<file path="config.mk">
export PLATFORM = sky130hd
export DESIGN_NAME = ipbl_ctrl
export DESIGN_NICKNAME = d
export VERILOG_FILES = /design/src/rtl/ipbl_pkg.sv /design/src/rtl/ipbl_ctrl.sv
export SDC_FILE = /design/constraint.sdc
export NUM_CORES = 1
export LEC_CHECK = 0
export BUFFER_PORTS_ARGS = -buffer_cell sky130_fd_sc_hd__buf_2
export CAP_MARGIN = 20
export CORE_AREA = 3 3 40 42
export DETAILED_ROUTE_END_ITERATION = 8
export DIE_AREA = 0 0 43 45
export SYNTH_ARGS = -nofsm -noshare
export SYNTH_HDL_FRONTEND = slang
export SYNTH_SLANG_ARGS = --single-unit
</file>
<file path="constraint.sdc">
create_clock -name clk_i -period 2.24 [get_ports clk_i]
set_input_delay 0.336 -clock clk_i [delete_from_list [all_inputs] [get_ports clk_i]]
set_output_delay 0.336 -clock clk_i [all_outputs]
set_load 0.01 [all_outputs]
</file>
<file path="src/rtl/ipbl_pkg.sv">
package ipbl_pkg;

  localparam int ADDR_W = 128;
  localparam int HALF_W = 64;
  localparam int V4_W   = 32;
  localparam int PFX_W  = 8;
  localparam int HELD_W = 6;
  // family bit, range start, range end
  localparam int RULE_W = 1 + 2 * ADDR_W;

  localparam logic [PFX_W-1:0] V4_PFX_MAX = PFX_W'(V4_W);
  localparam logic [PFX_W-1:0] V6_PFX_MAX = PFX_W'(ADDR_W);

  typedef enum logic [1:0] {
    CMD_CHECK  = 2'd0,
    CMD_EXACT  = 2'd1,
    CMD_RANGE  = 2'd2,
    CMD_SUBNET = 2'd3
  } cmd_e;

  typedef enum logic [1:0] {
    ST_IDLE,
    ST_SCAN,
    ST_DRAIN,
    ST_RESULT
  } state_e;

  typedef struct packed {
    logic check_start;
    logic add;
    logic scan_rd;
    logic load_out;
  } ctrl_cmd_t;

  typedef struct packed {
    logic cnt_zero;
    logic scan_last;
    logic out_busy;
  } dp_status_t;

endpackage

</file>
<file path="src/rtl/ipbl_ctrl.sv">
module ipbl_ctrl (
  input  logic                   clk_i,
  input  logic                   rst_ni,
  input  logic                   in_valid_i,
  output logic                   in_ready_o,
  input  logic [1:0]             cmd_i,
  input  ipbl_pkg::dp_status_t   status_i,
  output ipbl_pkg::ctrl_cmd_t    cmd_o
);
  import ipbl_pkg::*;

  state_e state_q, state_d;
  logic   is_check;

  assign is_check = (cmd_e'(cmd_i) == CMD_CHECK);

  always_ff @(posedge clk_i or negedge rst_ni) begin
    if (!rst_ni) begin
      state_q <= ST_IDLE;
    end else begin
      state_q <= state_d;
    end
  end

  always_comb begin
    state_d = state_q;
    unique case (state_q)
      ST_IDLE: begin
        if (in_valid_i) begin
          if (is_check && !status_i.cnt_zero) begin
            state_d = ST_SCAN;
          end else begin
            state_d = ST_RESULT;
          end
        end
      end
      ST_SCAN: begin
        if (status_i.scan_last) begin
          state_d = ST_DRAIN;
        end
      end
      ST_DRAIN: begin
        state_d = ST_RESULT;
      end
      ST_RESULT: begin
        if (!status_i.out_busy) begin
          state_d = ST_IDLE;
        end
      end
      default: state_d = ST_IDLE;
    endcase
  end

  always_comb begin
    cmd_o      = '0;
    in_ready_o = 1'b0;
    unique case (state_q)
      ST_IDLE: begin
        in_ready_o        = 1'b1;
        cmd_o.check_start = in_valid_i && is_check;
        cmd_o.add         = in_valid_i && !is_check;
      end
      ST_SCAN: begin
        cmd_o.scan_rd = 1'b1;
      end
      ST_DRAIN: begin
      end
      ST_RESULT: begin
        cmd_o.load_out = !status_i.out_busy;
      end
      default: begin
      end
    endcase
  end

endmodule

</file>
Word-level counts from Yosys, hierarchy flattened. Cells that the tools add are included.

Input bits: 8. Register bits after elaboration: 2. Logic and storage cells: 25. Output and inout bits: 5.

Multiplexer cells: 9. Reductions and logical operators: 9. Equal/unequal tests: 6.

Operators with widths (count): two-way mux 2 bit (5); one-hot mux 2 bit (4 select lines) (1); inequality test 2 bit (second input constant) (3); == test 2 bit (second input constant) (2); zero test 2 bit (2); logical AND 1 bit (3); zero test 1 bit (3); two-way mux 1 bit (3); AND reduction 3 bit (1); == test 2 x 1 -> 1 bit (second input constant) (1).

Depth between registers and ports, before layout. Gate-level depths: netlist of run 1.

Depth in word-level cells: 5. Mapped depth: 5. Mapped depth without buffers: 5.

Worst setup path after synthesis of run 1. No wires, ideal clock.

Kind: register to register. Start: register state_q[0]. End: register state_q[1]. Period minus slack after synthesis: 1.422 ns. Buffers on the path: 0. Data arrival time: 1.296 ns. Cell stages (with the launch flop): 6. Data required time: 2.115 ns. Path slack: 0.818 ns. Setup time: 0.125 ns. Cell sequence: dfrtp_1 inv_1 ha_1 inv_1 o221ai_2 mux2_4.

Word-level cells in the longest chain between the ends: 3. Elaborated cells between the ends (all ways): 9. Classes of those cells: eq/ne: 6; mux: 1; reduce/logical: 2.

RTL lines: start: declaration (RTL line ipbl_ctrl.sv:12) `state_e state_q, state_d;`; start signal: assignment (RTL line ipbl_ctrl.sv:21) `state_q <= state_d;`; == test 2 x 1 -> 1 bit, or another cell as far along (RTL line ipbl_ctrl.sv:27) `unique case (state_q)`; inequality test 2 bit (no source line); AND reduction 3 bit (no source line).

Several ways; a longest one is shown, not always the timed one. A chain may end at the register's enable or synchronous reset.

==> results of run 1 <==
## how the worst min path moves through the flow
| stage | startpoint | depth (start not counted) | slack [ps] | endpoint |
|---|---|---|---|---|
| floorplan | rst_ni | 0 | 40 | state_q[0]$_DFFE_PN0P_ |
| global placement | rst_ni | 1 | 120 | state_q[1]$_DFFE_PN0P_ |
| detailed placement | rst_ni | 1 | 120 | state_q[0]$_DFFE_PN0P_ |
| CTS | rst_ni | 2 | 420 | state_q[1]$_DFFE_PN0P_ |
| global route | rst_ni | 2 | 450 | state_q[1]$_DFFE_PN0P_ |
| finish | rst_ni | 2 | 430 | state_q[1]$_DFFE_PN0P_ |
## power breakdown
part / switching [mW] / internal, mW
registers: 0.0177 / 0.0571
clock network: 0.0206 / 0.0591
logic: 0.115 / 0.117
## per-stage QoR
step           hold slack, ps  instance area [um2]  power [mW]
2_1_floorplan            40.4                  216       0.253
3_3_place_gp              122                  295       0.306
3_5_place_dp              123                  295       0.310
4_1_cts                   424                  328       0.398
5_1_grt                   449                  328       0.440
6_report                  431                  328       0.387
## layout make-up
type | instances | area, um2
sequential | 2 | 50.0
fill | 147 | 957
timing repair buffer | 13 | 70.1
clock buffer | 3 | 22.5
multi-input combinational | 18 | 151
tap | 15 | 18.8
inverter | 4 | 15.0
## Yosys cell counts, drive strengths merged
library cell  number
ha                 5
inv                4
nor2               4
dfrtp              2
nand2              2
nor3               2
a21oi              1
mux2               1
mux2i              1
nor2b              1
o221ai             1
## timing repair
action	in CTS	in global routing
hold endpoints to repair	2	0
hold buffers	1	0
resized for setup	0	0
## layer usage
layer,vias to the layer above,share of wire [%],global-route usage (%)
li1,109,-,-
met1,84,35,5.78
met2,7,55,9.58
met3,0,10,2.39
met4,0,0,5.42
met5,-,0,0
## cell families (layout without fill, tap and decap cells)
group	Yosys count	after routing	share of synthesized area [%]
AOI/OAI and AO/OA	2	2	9.24
adders and majority gates	5	5	28.9
buffers and inverters	4	20	6.93
DFF	2	2	23.1
muxes	2	2	11.6
and+or+nand+nor	9	9	20.2
==> key figures, run 1 <==
Floorplanning
  • Floorplan core area: 1280 um2
  • Initial Utilization: 16.8%
  • Die width: 43 um
  • Chip height: between 40 and 50 um
  • Die area: just under 2000 um2
  • I/O pin count: 13
  • Rows: 13

Placed design
  • Place WS: approximately 800 ps
  • Dpl hpwl: 371 um
  • Port buffer count: 12
  • Placed cells: 51
  • GPL Wtd Cong: 0.660

STA
  • Clock skew: 3.92 ps
  • Fmax: 0.618 GHz
  • Final setup viols: 0
  • Setup tns final: 0 ps
  • Slew @ Worst Pin: 239 ps
  • Pins over their slew limit: 0
  • RSZ-0062 raised after global routing: false
  • Headroom to the max-slew limit: a little over four fifths
  • PnR worst setup slack: a little over 600 ps
  • Fin. Hold Viols: 0
  • Post-layout min period: 1620 ps
  • Crit share post-route: 72.2%

Layout
  • Ant. Diodes: 0
  • Max reg flops: 2
  • Fraction of layout cells with a size suffix above 1: 45.0%
  • Final net count: 55
  • Most common cell after layout, fill and taps aside: buf_2
  • Most frequent cells in the layout: buf_2, ha_1, inv_1, nor2_1, clkbuf_4
  • Area grow syn2layout: 51.4%
  • Largest Register: state_q
  • Post-layout util: 25.5%
  • Non-Filler Instances: 55
  • Largest regs: state_q: 2 flops

Critical path
  • R2R setup slack: 820 ps
  • Type of the worst setup path: flip-flop to output pin
  • CP endpoint: cmd_o[3]
  • CP cell instances: inv_1, ha_1, nand2_1, nor3_1, buf_2
  • Cell family contributing the most delay on the critical path: flip-flops
  • CP max FO: 4
  • CP Buf/Inv Count: 2
  • CP Depth: 5
  • FF-to-FF End: state_q[1]$_DFFE_PN0P_
  • Slowest-stage cell, CP: dfrtp_1
  • Worst path required time: 1900 ps
  • RR Startpoint: state_q[0]$_DFFE_PN0P_
  • Crit path from: state_q[0]$_DFFE_PN0P_
  • Max stage delay on crit path: 390 ps
  • Data arrival, critical path: 1280 ps
  • CP Capture Type: output pin
  • R2R cell count: 5
  • Worst setup SP type: flip-flop

Synth
  • Synthesized instance count: 24
  • Number of synthesized register bits: 2
  • Netlist Area Pre-Place: 216 um2
  • Unique cell type count in the Yosys netlist: 12
  • Avg Cell Area, Syn: 9.02 um2
  • Top post-synthesis cells by area: ha_1, dfrtp_1, inv_1
  • Syn nets: 37
  • Yosys warns: 0
  • Share of the synthesized area in the top cell type: between 20% and 30%
  • Dominant cell type by area after synthesis: ha_1
  • Seq/Total Area, Yosys: 23.1%

Clock network
  • Clk_lat worst skew: 220 ps
  • Worst-path clk slew: 30 ps
  • Cts bufs inserted: 3
  • Sink Count: 2
  • Setup bufs post-CTS: 0
  • CTS Root Cell: clkbuf_4
  • Clock buffer depth: 2
  • CTS H-tree depth: 1
  • TritonCTS clock tree: yes

Drt
  • DRC: 0
  • Initial DRC Count: 1
  • Routed Antenna Nets: 0
  • Total number of vias: 200
  • DR vias/cell: 3.64
  • WL final: 451 um
  • WL/cell: 8.20 um
  • Pre-antenna DRT Iters: 2

Power
  • Max VDD drop: 0.000254 V
  • Leakage power: 0.182 nW
  • Pwr Density: roughly 1200 nW/um2

Global routing
  • Vias in the first global route: 211
  • Largest net degree at the start of global routing: 5
  • Antenna violations before repair: 0
  • GRT Residual Overflow: 0
  • Tot GR Track Use: 5.91%
  • Global-route wire length before repair: 800 um

Run status
  • Outcome: finished, final reports clean

Job
  • Max Cap Violations: 0

Worst hold path
  • HP Class: input pin to asynchronous set/reset pin
Power figures use the tool's default switching activity.
==> inputs of run 2 (changes only) <==
==> constraint.sdc (replaced) <==
create_clock -name clk_i -period 1.5 [get_ports clk_i]
set_input_delay 0.225 -clock clk_i [delete_from_list [all_inputs] [get_ports clk_i]]
set_output_delay 0.225 -clock clk_i [all_outputs]
set_load 0.01 [all_outputs]
==> run 2 against run 1 <==
Final area up 11%; die area stayed put; via count rose by 8.5%; sequential cell count is the same; sequential power is 38% higher; clock-buffer cell count unchanged; combinational power grew 100%; first-iteration DRC count is 100% lower; sequential share of layout area fell by 1.5 points; worst setup slack got worse by 530 ps; critical endpoint is now cmd_o[0]; largest cell class unchanged; largest power group unchanged.
==> key figures, run 2 (synthesis gave the netlist of run 1 again) <==
Clock network
  • Cts bufs inserted: 3
  • CTS H-tree depth: 1
  • CTS Root Cell: clkbuf_4
  • Sink Count: 2
  • Worst-path clk slew: 30 ps
  • Clk_lat worst skew: 230 ps
  • Clock buffer depth: 2
  • TritonCTS clock tree: yes

Layout
  • Ant. Diodes: 0
  • Largest Register: state_q
  • Max reg flops: 2
  • Most frequent cells in the layout: buf_2, nor2_1, ha_1, clkbuf_4, buf_4
  • Post-layout util: between 20 and 30%
  • Fraction of layout cells with a size suffix above 1: 55.8%
  • Largest regs: state_q: 2 flops
  • Area grow syn2layout: 67.6%
  • Most common cell after layout, fill and taps aside: buf_2
  • Final net count: 58

Global routing
  • Vias in the first global route: 226
  • Tot GR Track Use: about 6.7%
  • Largest net degree at the start of global routing: 4
  • Antenna violations before repair: 0
  • Global-route wire length before repair: 903 um
  • GRT Residual Overflow: 0

STA
  • Headroom to the max-slew limit: 84.1%
  • Pins over their slew limit: 0
  • Fin. Hold Viols: 0
  • Setup tns final: 0 ps
  • Slew @ Worst Pin: 238 ps
  • Post-layout min period: 1410 ps
  • Crit share post-route: 94.0%
  • Final setup viols: 0
  • Fmax: 0.710 GHz
  • RSZ-0062 raised after global routing: false
  • Clock skew: ~3.3 ps

Drt
  • Routed Antenna Nets: 0
  • Initial DRC Count: 0
  • WL final: 519 um
  • Pre-antenna DRT Iters: 1
  • WL/cell: 8.95 um
  • Total number of vias: around 220
  • DR vias/cell: 3.74
  • DRC: 0

Worst hold path
  • HP Class: input pin to asynchronous set/reset pin

Floorplanning
  • Initial Utilization: 16.8%
  • Floorplan core area: 1280 um2
  • Die area: 1940 um2
  • Die width: 43 um
  • Chip height: 45 um
  • Rows: 13
  • I/O pin count: 13

Critical path
  • FF-to-FF End: state_q[1]$_DFFE_PN0P_
  • R2R cell count: 5
  • R2R setup slack: 150 ps
  • CP cell instances: buf_4, ha_1, nor2b_1, buf_2
  • RR Startpoint: state_q[1]$_DFFE_PN0P_
  • CP max FO: 2
  • Cell family contributing the most delay on the critical path: flip-flops
  • CP Buf/Inv Count: 2
  • Worst path required time: 1270 ps
  • Worst setup SP type: flip-flop
  • CP Capture Type: output pin
  • Type of the worst setup path: flip-flop to output pin
  • Max stage delay on crit path: 380 ps
  • Data arrival, critical path: 1180 ps
  • Slowest-stage cell, CP: dfrtp_1

Power
  • Leakage power: 0.193 nW
  • Max VDD drop: 0.000466 V
  • Pwr Density: 1890 nW/um2
  • Power, Total: 687 uW

Job
  • Max Cap Violations: 0

Run status
  • Outcome: finished, final reports clean

Placed design
  • GPL Wtd Cong: 0.645
  • Port buffer count: 12
  • Dpl hpwl: approximately 390 um
[run 2: changes by cell type in the layout (fill, tap and decap cells not counted), sizes merged]
cell,delta
buf,+3
[run 2: report_power, final]
part	leakage (nW)	internal (mW)	total [mW]	switching, mW
clock network	0.0138	0.0883	0.120	0.0316
logic	0.157	0.247	0.464	0.217
registers	0.0230	0.0853	0.103	0.0182
total	0.193	0.421	0.687	0.267
[run 2: metrics by stage]
step	instance area (um2)	hold WS [ps]	instances	worst slack, ps
floorplan	216	-70.6	24	78.5
global placement	310	11.6	53	138
detailed placement	310	13.8	53	125
CTS	343	299	57	29.6
global route	363	344	58	6.57
finish	363	311	58	90.6
[run 2: routing by layer]
layer	wire, um	vias up	GRT usage [%]
met4	0	0	7.23
met3	42	0	2.39
met1	176	95	6.75
met2	299	7	10.2
met5	0	-	0
li1	-	115	-
[run 2: cell type report]
| cell class | instances | area, um2 |
|---|---|---|
| clock buffers | 3 | 22.5 |
| fillers | 148 | 922 |
| inverters | 4 | 15.0 |
| multi-input cells | 18 | 164 |
| flip-flops and latches | 2 | 50.0 |
| well taps | 15 | 18.8 |
| repair buffers | 16 | 92.6 |
[run 2: how the worst max path moves through the flow]
| stage | from | endpoint | slack, ps | cells past startpoint |
|---|---|---|---|---|
| floorplan | state_q[0]$_DFFE_PN0P_ | state_q[1]$_DFFE_PN0P_ | 80 | 5 |
| global placement | state_q[0]$_DFFE_PN0P_ | state_q[1]$_DFFE_PN0P_ | 140 | 5 |
| detailed placement | state_q[1]$_DFFE_PN0P_ | state_q[1]$_DFFE_PN0P_ | 120 | 5 |
| CTS | state_q[0]$_DFFE_PN0P_ | cmd_o[3] | 30 | 5 |
| global route | state_q[0]$_DFFE_PN0P_ | cmd_o[3] | 7 | 5 |
| finish | state_q[0]$_DFFE_PN0P_ | cmd_o[0] | 90 | 4 |
[run 2: what timing repair did]
action | in CTS | in global routing
setup endpoints to repair | 0 | 2
hold buffers | 1 | 0
endpoints found under the hold margin | 2 | 0
gates resized for setup | 0 | 4
setup buffers | 0 | 1
